--- src/hdl/srts_pkg.sv ---
`timescale 1ns / 1ps
package srts_pkg;
	localparam int MaxSlots = 16;
	localparam int SlotW = (MaxSlots > 1) ? $clog2(MaxSlots) : 1;
	localparam int CntW = $clog2(MaxSlots + 1);

	typedef enum logic [1:0] {
		ST_IDLE,
		ST_SCAN,
		ST_FIN,
		ST_OUT
	} state_t;

	typedef struct packed {
		logic [7:0]  id;
		logic [15:0] arrival;
		logic [7:0]  burst;
		logic [7:0]  remaining;
		logic        done;
		logic        started;
	} slot_t;

	typedef struct packed {
		logic              valid;
		logic [SlotW-1:0]  slot;
		logic [7:0]        remaining;
	} cand_t;

	typedef struct packed {
		logic        running_valid;
		logic [3:0]  running_slot;
		logic [7:0]  running_id;
		logic        resumed;
		logic        preempted;
		logic [7:0]  preempted_id;
		logic [7:0]  preempted_left;
		logic        completed;
		logic [15:0] turnaround;
		logic [15:0] waiting;
		logic [15:0] tick_time;
		logic        all_done;
	} result_t;
endpackage

--- src/hdl/srts_cell.sv ---
`timescale 1ns / 1ps
module srts_cell (
	input  logic                  clk,
	input  logic                  arst_n,
	input  logic                  load_en,
	input  logic                  clr,
	input  logic                  shift_en,
	input  srts_pkg::slot_t       load_data,
	input  srts_pkg::slot_t       shift_in,
	output srts_pkg::slot_t       cell_q
);
	import srts_pkg::*;

	slot_t data_q;
	logic  done_q;
	logic  started_q;

	always_ff @(posedge clk) begin
		if (shift_en) begin
			data_q <= shift_in;
		end else if (load_en) begin
			data_q <= load_data;
		end
	end

	always_ff @(posedge clk or negedge arst_n) begin
		if (!arst_n) begin
			done_q    <= 1'b0;
			started_q <= 1'b0;
		end else if (shift_en) begin
			done_q    <= shift_in.done;
			started_q <= shift_in.started;
		end else if (clr) begin
			done_q    <= 1'b0;
			started_q <= 1'b0;
		end
	end

	always_comb begin
		cell_q         = data_q;
		cell_q.done    = done_q;
		cell_q.started = started_q;
	end
endmodule

--- src/hdl/shortest_remaining_time_scheduler.sv ---
`timescale 1ns / 1ps
// A load beat gives no output beat. A tick beat is taken only while the block is idle. The
// slot table is a ring of cells that rotates one place a cycle, during the two laps of a
// tick, past a single compare unit. One lap chooses the slot, and a second lap updates the
// chosen slot and builds the result, which is then offered as the result beat. The next
// beat can be taken in the cycle after the result beat is taken.
module shortest_remaining_time_scheduler (
	input  logic         clk,
	input  logic         arst_n,
	input  logic         s_tvalid,
	output logic         s_tready,
	input  logic [39:0]  s_tdata,  // slot, tid, arrival, burst, zero fill
	input  logic         s_tuser,  // cmd
	output logic         m_tvalid,
	input  logic         m_tready,
	output logic [87:0]  m_tdata,  // running_valid, running_slot, running_id, resumed,
	                               // preempted, preempted_id, preempted_left, completed,
	                               // turnaround, waiting, tick_time, all_done, zero fill
	input  logic         cfg_we,
	input  logic [4:0]   cfg_wdata
);
	import srts_pkg::*;

	state_t state_q, state_d;
	slot_t  cells [MaxSlots];
	slot_t  fb;
	slot_t  ld;
	logic   shift_en, clr, fin_en;
	logic [4:0]       tc_q;
	logic [CntW-1:0]  n_run;
	logic [SlotW-1:0] pos_q;
	logic [15:0]      now_q;
	logic             last_valid_q;
	logic [SlotW-1:0] last_slot_q;
	cand_t            best_q;
	logic             alldone_q;
	result_t          res_q;
	logic             s_acc, m_acc;
	logic [3:0]       in_slot;

	assign in_slot = s_tdata[3:0];
	assign s_acc = s_tvalid && s_tready;
	assign m_acc = m_tvalid && m_tready;
	assign n_run = (tc_q > 5'(MaxSlots)) ? CntW'(MaxSlots) : CntW'(tc_q);

	always_comb begin
		ld = '0;
		ld.id = s_tdata[11:4];
		ld.arrival = s_tdata[27:12];
		ld.burst = s_tdata[35:28];
		ld.remaining = s_tdata[35:28];
	end

	logic in_run;
	logic elig;
	slot_t head;
	assign head = cells[0];
	assign in_run = ({1'b0, pos_q} < (SlotW+1)'(n_run));
	assign elig = in_run && !head.done && (head.arrival <= now_q);

	// writeback of the chosen slot as it passes the head during fin lap
	always_comb begin
		fb = head;
		if (fin_en && best_q.valid && pos_q == best_q.slot) begin
			fb.started = 1'b1;
			if (head.remaining != 8'd0) fb.remaining = head.remaining - 8'd1;
			if (head.remaining <= 8'd1) fb.done = 1'b1;
		end
	end

	genvar g;
	generate
		for (g = 0; g < MaxSlots; g++) begin : g_cell
			srts_cell u_cell (
				.clk(clk), .arst_n(arst_n),
				.load_en(s_acc && !s_tuser && ({1'b0, in_slot} == 5'(g))),
				.clr(clr),
				.shift_en(shift_en),
				.load_data(ld),
				.shift_in((g == MaxSlots-1) ? fb : cells[(g+1) % MaxSlots]),
				.cell_q(cells[g])
			);
		end
	endgenerate

	logic load_ok;
	assign load_ok = ({1'b0, in_slot} < 5'(MaxSlots));
	assign clr = s_acc && !s_tuser && load_ok;

	always_comb begin
		state_d = state_q;
		unique case (state_q)
			ST_IDLE: if (s_acc && s_tuser) state_d = ST_SCAN;
			ST_SCAN: if (pos_q == SlotW'(MaxSlots-1)) state_d = ST_FIN;
			ST_FIN:  if (pos_q == SlotW'(MaxSlots-1)) state_d = ST_OUT;
			ST_OUT:  if (m_acc) state_d = ST_IDLE;
			default: state_d = ST_IDLE;
		endcase
	end

	always_comb begin
		s_tready = 1'b0;
		m_tvalid = 1'b0;
		shift_en = 1'b0;
		fin_en   = 1'b0;
		unique case (state_q)
			ST_IDLE: s_tready = 1'b1;
			ST_SCAN: shift_en = 1'b1;
			ST_FIN: begin
				shift_en = 1'b1;
				fin_en = 1'b1;
			end
			ST_OUT:  m_tvalid = 1'b1;
			default: ;
		endcase
	end

	logic [15:0] now_inc;
	logic [15:0] turn_w;
	logic [15:0] wait_w;
	assign now_inc = (now_q == 16'hFFFF) ? now_q : now_q + 16'd1;
	assign turn_w = now_inc - head.arrival;
	assign wait_w = (turn_w[15:0] >= {8'd0, head.burst}) ? turn_w[15:0] - {8'd0, head.burst}
		: 16'd0;

	function automatic logic alldone_after(input logic [CntW-1:0] n,
		input slot_t c [MaxSlots], input cand_t b, input slot_t f,
		input logic [SlotW-1:0] p);
		logic r;
		r = 1'b1;
		for (int k = 0; k < MaxSlots; k++) begin
			if (k < int'(n)) begin
				if (k == MaxSlots-1) begin
					if (!f.done) r = 1'b0;
				end else if (!c[k+1].done) r = 1'b0;
			end
		end
		if (p != SlotW'(MaxSlots-1)) r = 1'b0;
		if (!b.valid && n != '0 && r == 1'b0) r = 1'b0;
		return r;
	endfunction

	always_ff @(posedge clk or negedge arst_n) begin
		if (!arst_n) begin
			state_q <= ST_IDLE;
			tc_q <= 5'd16;
			pos_q <= '0;
			now_q <= '0;
			last_valid_q <= 1'b0;
			last_slot_q <= '0;
			best_q <= '0;
			alldone_q <= 1'b0;
		end else begin
			state_q <= state_d;
			if (cfg_we) tc_q <= cfg_wdata;
			if (clr) begin
				now_q <= '0;
				last_valid_q <= 1'b0;
				last_slot_q <= '0;
			end
			if (shift_en) pos_q <= pos_q + SlotW'(1);
			if (state_q == ST_IDLE && s_acc && s_tuser) begin
				pos_q <= '0;
				best_q <= '0;
				alldone_q <= 1'b1;
			end
			if (state_q == ST_SCAN) begin
				if (in_run && !head.done) alldone_q <= 1'b0;
				if (elig && (!best_q.valid || head.remaining < best_q.remaining)) begin
					best_q.valid <= 1'b1;
					best_q.slot <= pos_q;
					best_q.remaining <= head.remaining;
				end
			end
			if (state_q == ST_FIN && pos_q == SlotW'(MaxSlots-1) && !alldone_q) begin
				now_q <= now_inc;
				last_valid_q <= best_q.valid;
				last_slot_q <= best_q.valid ? best_q.slot : last_slot_q;
			end
		end
	end

	// result assembly during fin lap, cleared when the scan lap starts
	always_ff @(posedge clk) begin
		if (state_q == ST_SCAN && pos_q == '0) begin
			res_q <= '0;
		end
		if (fin_en) begin
			if (pos_q == '0) begin
				res_q.tick_time <= now_q;
				res_q.all_done <= alldone_q;
				res_q.running_valid <= best_q.valid && !alldone_q;
			end
			if (!alldone_q && last_valid_q && pos_q == last_slot_q &&
				(!best_q.valid || last_slot_q != best_q.slot) && head.remaining != 8'd0) begin
				res_q.preempted <= 1'b1;
				res_q.preempted_id <= head.id;
				res_q.preempted_left <= head.remaining;
			end
			if (!alldone_q && best_q.valid && pos_q == best_q.slot) begin
				res_q.running_slot <= 4'(pos_q);
				res_q.running_id <= head.id;
				res_q.resumed <= !head.started || !last_valid_q || last_slot_q != pos_q;
				if (head.remaining <= 8'd1) begin
					res_q.completed <= 1'b1;
					res_q.turnaround <= turn_w[15:0];
					res_q.waiting <= wait_w;
				end
			end
			if (pos_q == SlotW'(MaxSlots-1) && !alldone_q) begin
				res_q.all_done <= alldone_after(n_run, cells, best_q, fb, pos_q);
			end
		end
	end

	assign m_tdata = {7'b0, res_q.all_done, res_q.tick_time, res_q.waiting,
		res_q.turnaround, res_q.completed, res_q.preempted_left, res_q.preempted_id,
		res_q.preempted, res_q.resumed, res_q.running_id, res_q.running_slot,
		res_q.running_valid};

	logic unused;
	assign unused = ^s_tdata[39:36];
endmodule

--- config.mk ---
export PLATFORM = sky130hd
export DESIGN_NAME = shortest_remaining_time_scheduler
export DESIGN_NICKNAME = d
export VERILOG_FILES = /design/src/hdl/srts_pkg.sv /design/src/hdl/srts_cell.sv /design/src/hdl/shortest_remaining_time_scheduler.sv
export SDC_FILE = /design/constraint.sdc
export NUM_CORES = 1
export LEC_CHECK = 0
export BUFFER_PORTS_ARGS = -buffer_cell sky130_fd_sc_hd__buf_2
export CELL_PAD_IN_SITES_DETAIL_PLACEMENT = 1
export CELL_PAD_IN_SITES_GLOBAL_PLACEMENT = 1
export CORE_MARGIN = 4
export CORE_UTILIZATION = 55
export CTS_BUF_LIST = sky130_fd_sc_hd__clkbuf_4 sky130_fd_sc_hd__clkbuf_8 sky130_fd_sc_hd__clkbuf_16
export CTS_CLUSTER_DIAMETER = 30
export CTS_CLUSTER_SIZE = 20
export DETAILED_ROUTE_END_ITERATION = 10
export PLACE_DENSITY = 0.91
export SLEW_MARGIN = 25
export SYNTH_ARGS = -nofsm -noshare
export SYNTH_HDL_FRONTEND = slang
export SYNTH_HIERARCHICAL = 1
export SYNTH_SLANG_ARGS = --single-unit
--- constraint.sdc ---
create_clock -name clk -period 12.4 [get_ports clk]
set_clock_uncertainty 0.15 [all_clocks]
set_input_delay 2.48 -clock clk [delete_from_list [all_inputs] [get_ports clk]]
set_output_delay 2.48 -clock clk [all_outputs]
set_load 0.005 [all_outputs]
==> flow_summary.rst <==
.. list-table::
   :header-rows: 1

   * - Metric
     - Value
   * - Max_cap viols
     - 0
   * - Reg2reg path depth
     - 19
   * - Number of inserted filler cells in the final layout
     - 6,351
   * - Total of hold buffers inserted after clock tree synthesis
     - 0
   * - Insertion delay of the later-clocked pin in the worst-skew pair
     - 0.76 ns
   * - FF-to-FF Start
     - now_q[0]$_DFFE_PN0P_
   * - Proportion of layout cells with a drive suffix above 1
     - 0.418
   * - Worst min-delay path startpoint
     - m_tdata[14]$_DFF_P_
   * - Post-placement setup slack
     - between 6 and 7 ns
   * - Number of port buffers
     - roughly 130
   * - Unrepaired setup endpoints after global routing
     - false
   * - Critical Path Stages
     - 19
   * - Die height
     - around 280 µm
   * - CP arrival
     - 7.33 ns
   * - Cell class contributing the biggest share of worst-path delay
     - compound AO/OA/AOI/OAI gates
   * - Bufs on Longest Clock Path
     - 3
   * - Pin count of the biggest net entering global routing
     - 174
   * - Largest area contributor in the synthesized netlist
     - sky130_fd_sc_hd__edfxtp_1
   * - Data required time of the critical path
     - between 10 and 15 ns
   * - Setup crit start
     - now_q[0]$_DFFE_PN0P_
   * - Maximum achievable frequency
     - 144 MHz
   * - CTS Buf Count
     - 143
   * - Critical path launch point type
     - flip-flop
   * - Final Hold Viols
     - 0
   * - Vias after detailed routing
     - 23,800
   * - Most frequent cell on the critical path
     - sky130_fd_sc_hd__ha_1
   * - Via count of the first global-routing pass
     - 25,300
   * - Global router's overall resource usage
     - 0.309
   * - Post-CTS clock slew at the launch and capture registers of the worst setup and hold paths
     - 0.05 ns
   * - Run status
     - finished, final reports clean
   * - Post-detail-place hpwl
     - 58,600 µm
   * - Initial antenna violation count
     - 7
   * - H-tree levels
     - 4
   * - CTS root buf
     - sky130_fd_sc_hd__clkbuf_16
   * - Number of placed I/O pins
     - 141
   * - Initial Util
     - 0.554
   * - Worst Path Class, Setup
     - flip-flop to flip-flop
   * - Synthesis Warnings
     - 6
   * - Clock period minus worst slack
     - 6.92 ns
   * - Detailed router's first-iteration violation count
     - between 3,000 and 4,000
   * - CTS tree
     - yes
   * - Area grow syn2layout
     - 13.2%
   * - Post-synthesis instance area
     - about 0.040 mm²
   * - Max-slew violations
     - 0
   * - Critical-path cell list
     - ha_1 > inv_1 > or4_1 > nand3_1 > nor2_1 > xnor2_1 > ha_1 > o21ai_0 > a21oi_1 > o21a_1 > nor2_1 > xnor2_1 > ha_1 > a21o_1 > a21o_1 > a221oi_1 > and4_1 > a21o_4 > o21ai_0
   * - Hold Path Stages
     - 1
   * - Share of the synthesized area in the top cell type
     - 0.486
   * - Final setup margin
     - between 5 and 6 ns
   * - Share of synthesized area occupied by flip-flops and latches
     - 0.576
   * - Critical Path Max Stage Delay
     - 0.85 ns
   * - Post-detailed-route count of antenna-violating nets
     - 0
   * - Number of different library cells in the post-synthesis netlist
     - 92
   * - Setup violations, final
     - 0
   * - Total of flip-flops plus latches after synthesis
     - 799
   * - Floorplan die area
     - between 0.07 and 0.08 mm²
   * - Crit-path max FO
     - 14
   * - Global placement routability congestion
     - 0.825
   * - WL/cell
     - 34.5 µm
   * - Vias per inst
     - between 6 and 7
   * - WP buf/inv
     - 1
   * - Slew @ Worst Pin
     - 1.09 ns
   * - Die width
     - 276 µm
   * - Part of the cycle the worst path needs
     - 0.558
   * - Detailed-route wire length
     - 127,000 µm
   * - Synthesized instance count
     - 2,457
   * - Most used DFF post-synth
     - sky130_fd_sc_hd__edfxtp_1
   * - Total congestion overflow
     - 0
   * - Count of instances resized after the clock tree is built
     - 0
   * - Final TNS setup
     - 0 ns
   * - Biggest area contributors in the synthesized netlist
     - sky130_fd_sc_hd__edfxtp_1 49%, sky130_fd_sc_hd__mux2_4 22%, sky130_fd_sc_hd__dfrtp_1 4.9%
   * - Standard-cell rows
     - 98
   * - Count of flip-flops with a built-in enable after synthesis
     - 640
   * - Number of optimization iterations in the first detailed-route pass
     - 5
   * - Worst slew margin relative to its limit
     - 0.270
   * - Setup crit end kind
     - flip-flop
   * - Post-synth ARST share
     - 0.0976
   * - Number of remaining DRC errors
     - 0
   * - Hold WC Path Type
     - flip-flop to flip-flop
   * - Total core area
     - between 0.07 and 0.08 mm²
   * - Average cell area after synthesis
     - ~16 µm²
   * - Global-route wire length before repair
     - ~180,000 µm
   * - Total setup buffers inserted after CTS
     - 0
   * - Post-layout nets
     - 2,706
   * - Master of the slowest instance on the critical path
     - sky130_fd_sc_hd__or4_1
   * - CTS sink cnt
     - 799
## layout by cell type, fill, tap and decap left out, types with 33 or more instances in the layout
cell type,instances
sky130_fd_sc_hd__ha_1,58
sky130_fd_sc_hd__clkbuf_16,147
sky130_fd_sc_hd__nor2_1,61
sky130_fd_sc_hd__mux2_2,71
sky130_fd_sc_hd__nand3_1,33
sky130_fd_sc_hd__buf_2,128
sky130_fd_sc_hd__nand2_1,134
sky130_fd_sc_hd__a21oi_1,52
sky130_fd_sc_hd__xnor2_1,33
sky130_fd_sc_hd__edfxtp_1,640
sky130_fd_sc_hd__dfrtp_1,77
sky130_fd_sc_hd__mux2_4,576
sky130_fd_sc_hd__o21ai_0,73
sky130_fd_sc_hd__inv_1,64
sky130_fd_sc_hd__dfxtp_1,81
sky130_fd_sc_hd__a22o_1,53
## cells by family (layout without fill, tap and decap cells)
| group | Yosys count | in the layout | share of synthesized area |
|---|---|---|---|
| buf+inv | 236 | 489 | 0.0551 |
| simple gates | 384 | 384 | 0.0493 |
| compound gates | 271 | 271 | 0.0474 |
| mux | 661 | 661 | 0.242 |
| fa+ha+maj | 61 | 61 | 0.0197 |
| flops | 799 | 799 | 0.576 |
| xor+xnor | 44 | 44 | 0.00993 |
| other cells | 1 | 9 | 0.0000948 |
## flip-flops by register name, summed over array words and instances (netlist names), 2 cells and up
signal	count
pos_q	4
g_cell.u_cell/done_q	16
g_cell.u_cell/started_q	16
state_q	2
now_q	16
m_tdata	81
last_slot_q	4
g_cell.u_cell/cell_q	640
best_q	13
tc_q	5
## final cells by class
| class | count | area, µm² | area share |
|---|---|---|---|
| multi-input combinational | 1428 | 14600 | 0.327 |
| clock buffer | 171 | 3920 | 0.0874 |
| timing repair buffer | 156 | 948 | 0.0212 |
| tap | 950 | 1190 | 0.0265 |
| clock inverter | 96 | 1060 | 0.0237 |
| sequential | 799 | 22800 | 0.509 |
| antenna | 2 | 5.00 | 0.000112 |
| inverter | 66 | 248 | 0.00553 |
## per-stage QoR
step | util | hold slack [ns] | cell area [µm²] | instances
global route | 0.628 | 0.324 | 44800 | 3668
global placement | 0.557 | 0.277 | 39700 | 3396
finish | 0.628 | 0.307 | 44800 | 3668
detailed placement | 0.557 | 0.291 | 39700 | 3396
CTS | 0.627 | 0.305 | 44700 | 3663
floorplan | - | 0.289 | 39600 | 2463
## worst paths after layout
check | endpoint | slack, ns
max reg2reg | m_tdata[50]$_DFF_P_ | 5.48
min reg2reg | m_tdata[14]$_DFF_P_ | 0.31
min in group asynchronous | g_cell[4].u_cell/started_q$_DFFE_PN0P_ | 1.65
max in group asynchronous | now_q[9]$_DFFE_PN0P_ | 9.88
max | m_tdata[50]$_DFF_P_ | 5.48
min | m_tdata[14]$_DFF_P_ | 0.31
## per-layer routing
metal / routed length, µm / vias to the layer above / GRT usage
met1: 47500 / 12300 / 0.383
met5: 43 / - / 0
met4: 6270 / 6 / 0.144
met3: 10200 / 390 / 0.0684
met2: 62600 / 1519 / 0.518
li1: - / 9521 / -
## Yosys cell counts, types with 10 or more instances
cell type	n
sky130_fd_sc_hd__mux2_2	71
sky130_fd_sc_hd__dfrtp_1	77
sky130_fd_sc_hd__xor2_1	10
sky130_fd_sc_hd__mux2_4	576
sky130_fd_sc_hd__edfxtp_1	640
sky130_fd_sc_hd__mux2i_1	11
sky130_fd_sc_hd__nor2_1	62
sky130_fd_sc_hd__nor3_1	27
sky130_fd_sc_hd__clkbuf_1	32
sky130_fd_sc_hd__nand3_1	33
sky130_fd_sc_hd__nor2_2	16
sky130_fd_sc_hd__a21oi_1	52
sky130_fd_sc_hd__inv_1	64
sky130_fd_sc_hd__dfxtp_1	81
sky130_fd_sc_hd__or2_2	19
sky130_fd_sc_hd__xnor2_1	33
sky130_fd_sc_hd__o21ai_2	10
sky130_fd_sc_hd__buf_4	40
sky130_fd_sc_hd__buf_12	49
sky130_fd_sc_hd__buf_6	21
sky130_fd_sc_hd__nand2_1	135
sky130_fd_sc_hd__a21o_1	18
sky130_fd_sc_hd__a22o_1	53
sky130_fd_sc_hd__nand2b_1	18
sky130_fd_sc_hd__ha_1	59
sky130_fd_sc_hd__buf_8	16
sky130_fd_sc_hd__nand4_1	18
sky130_fd_sc_hd__o21ai_0	73
Power is left out: the tool's default activity adds up to more than one toggle a clock period on the data nets, which glitch-free logic cannot reach.
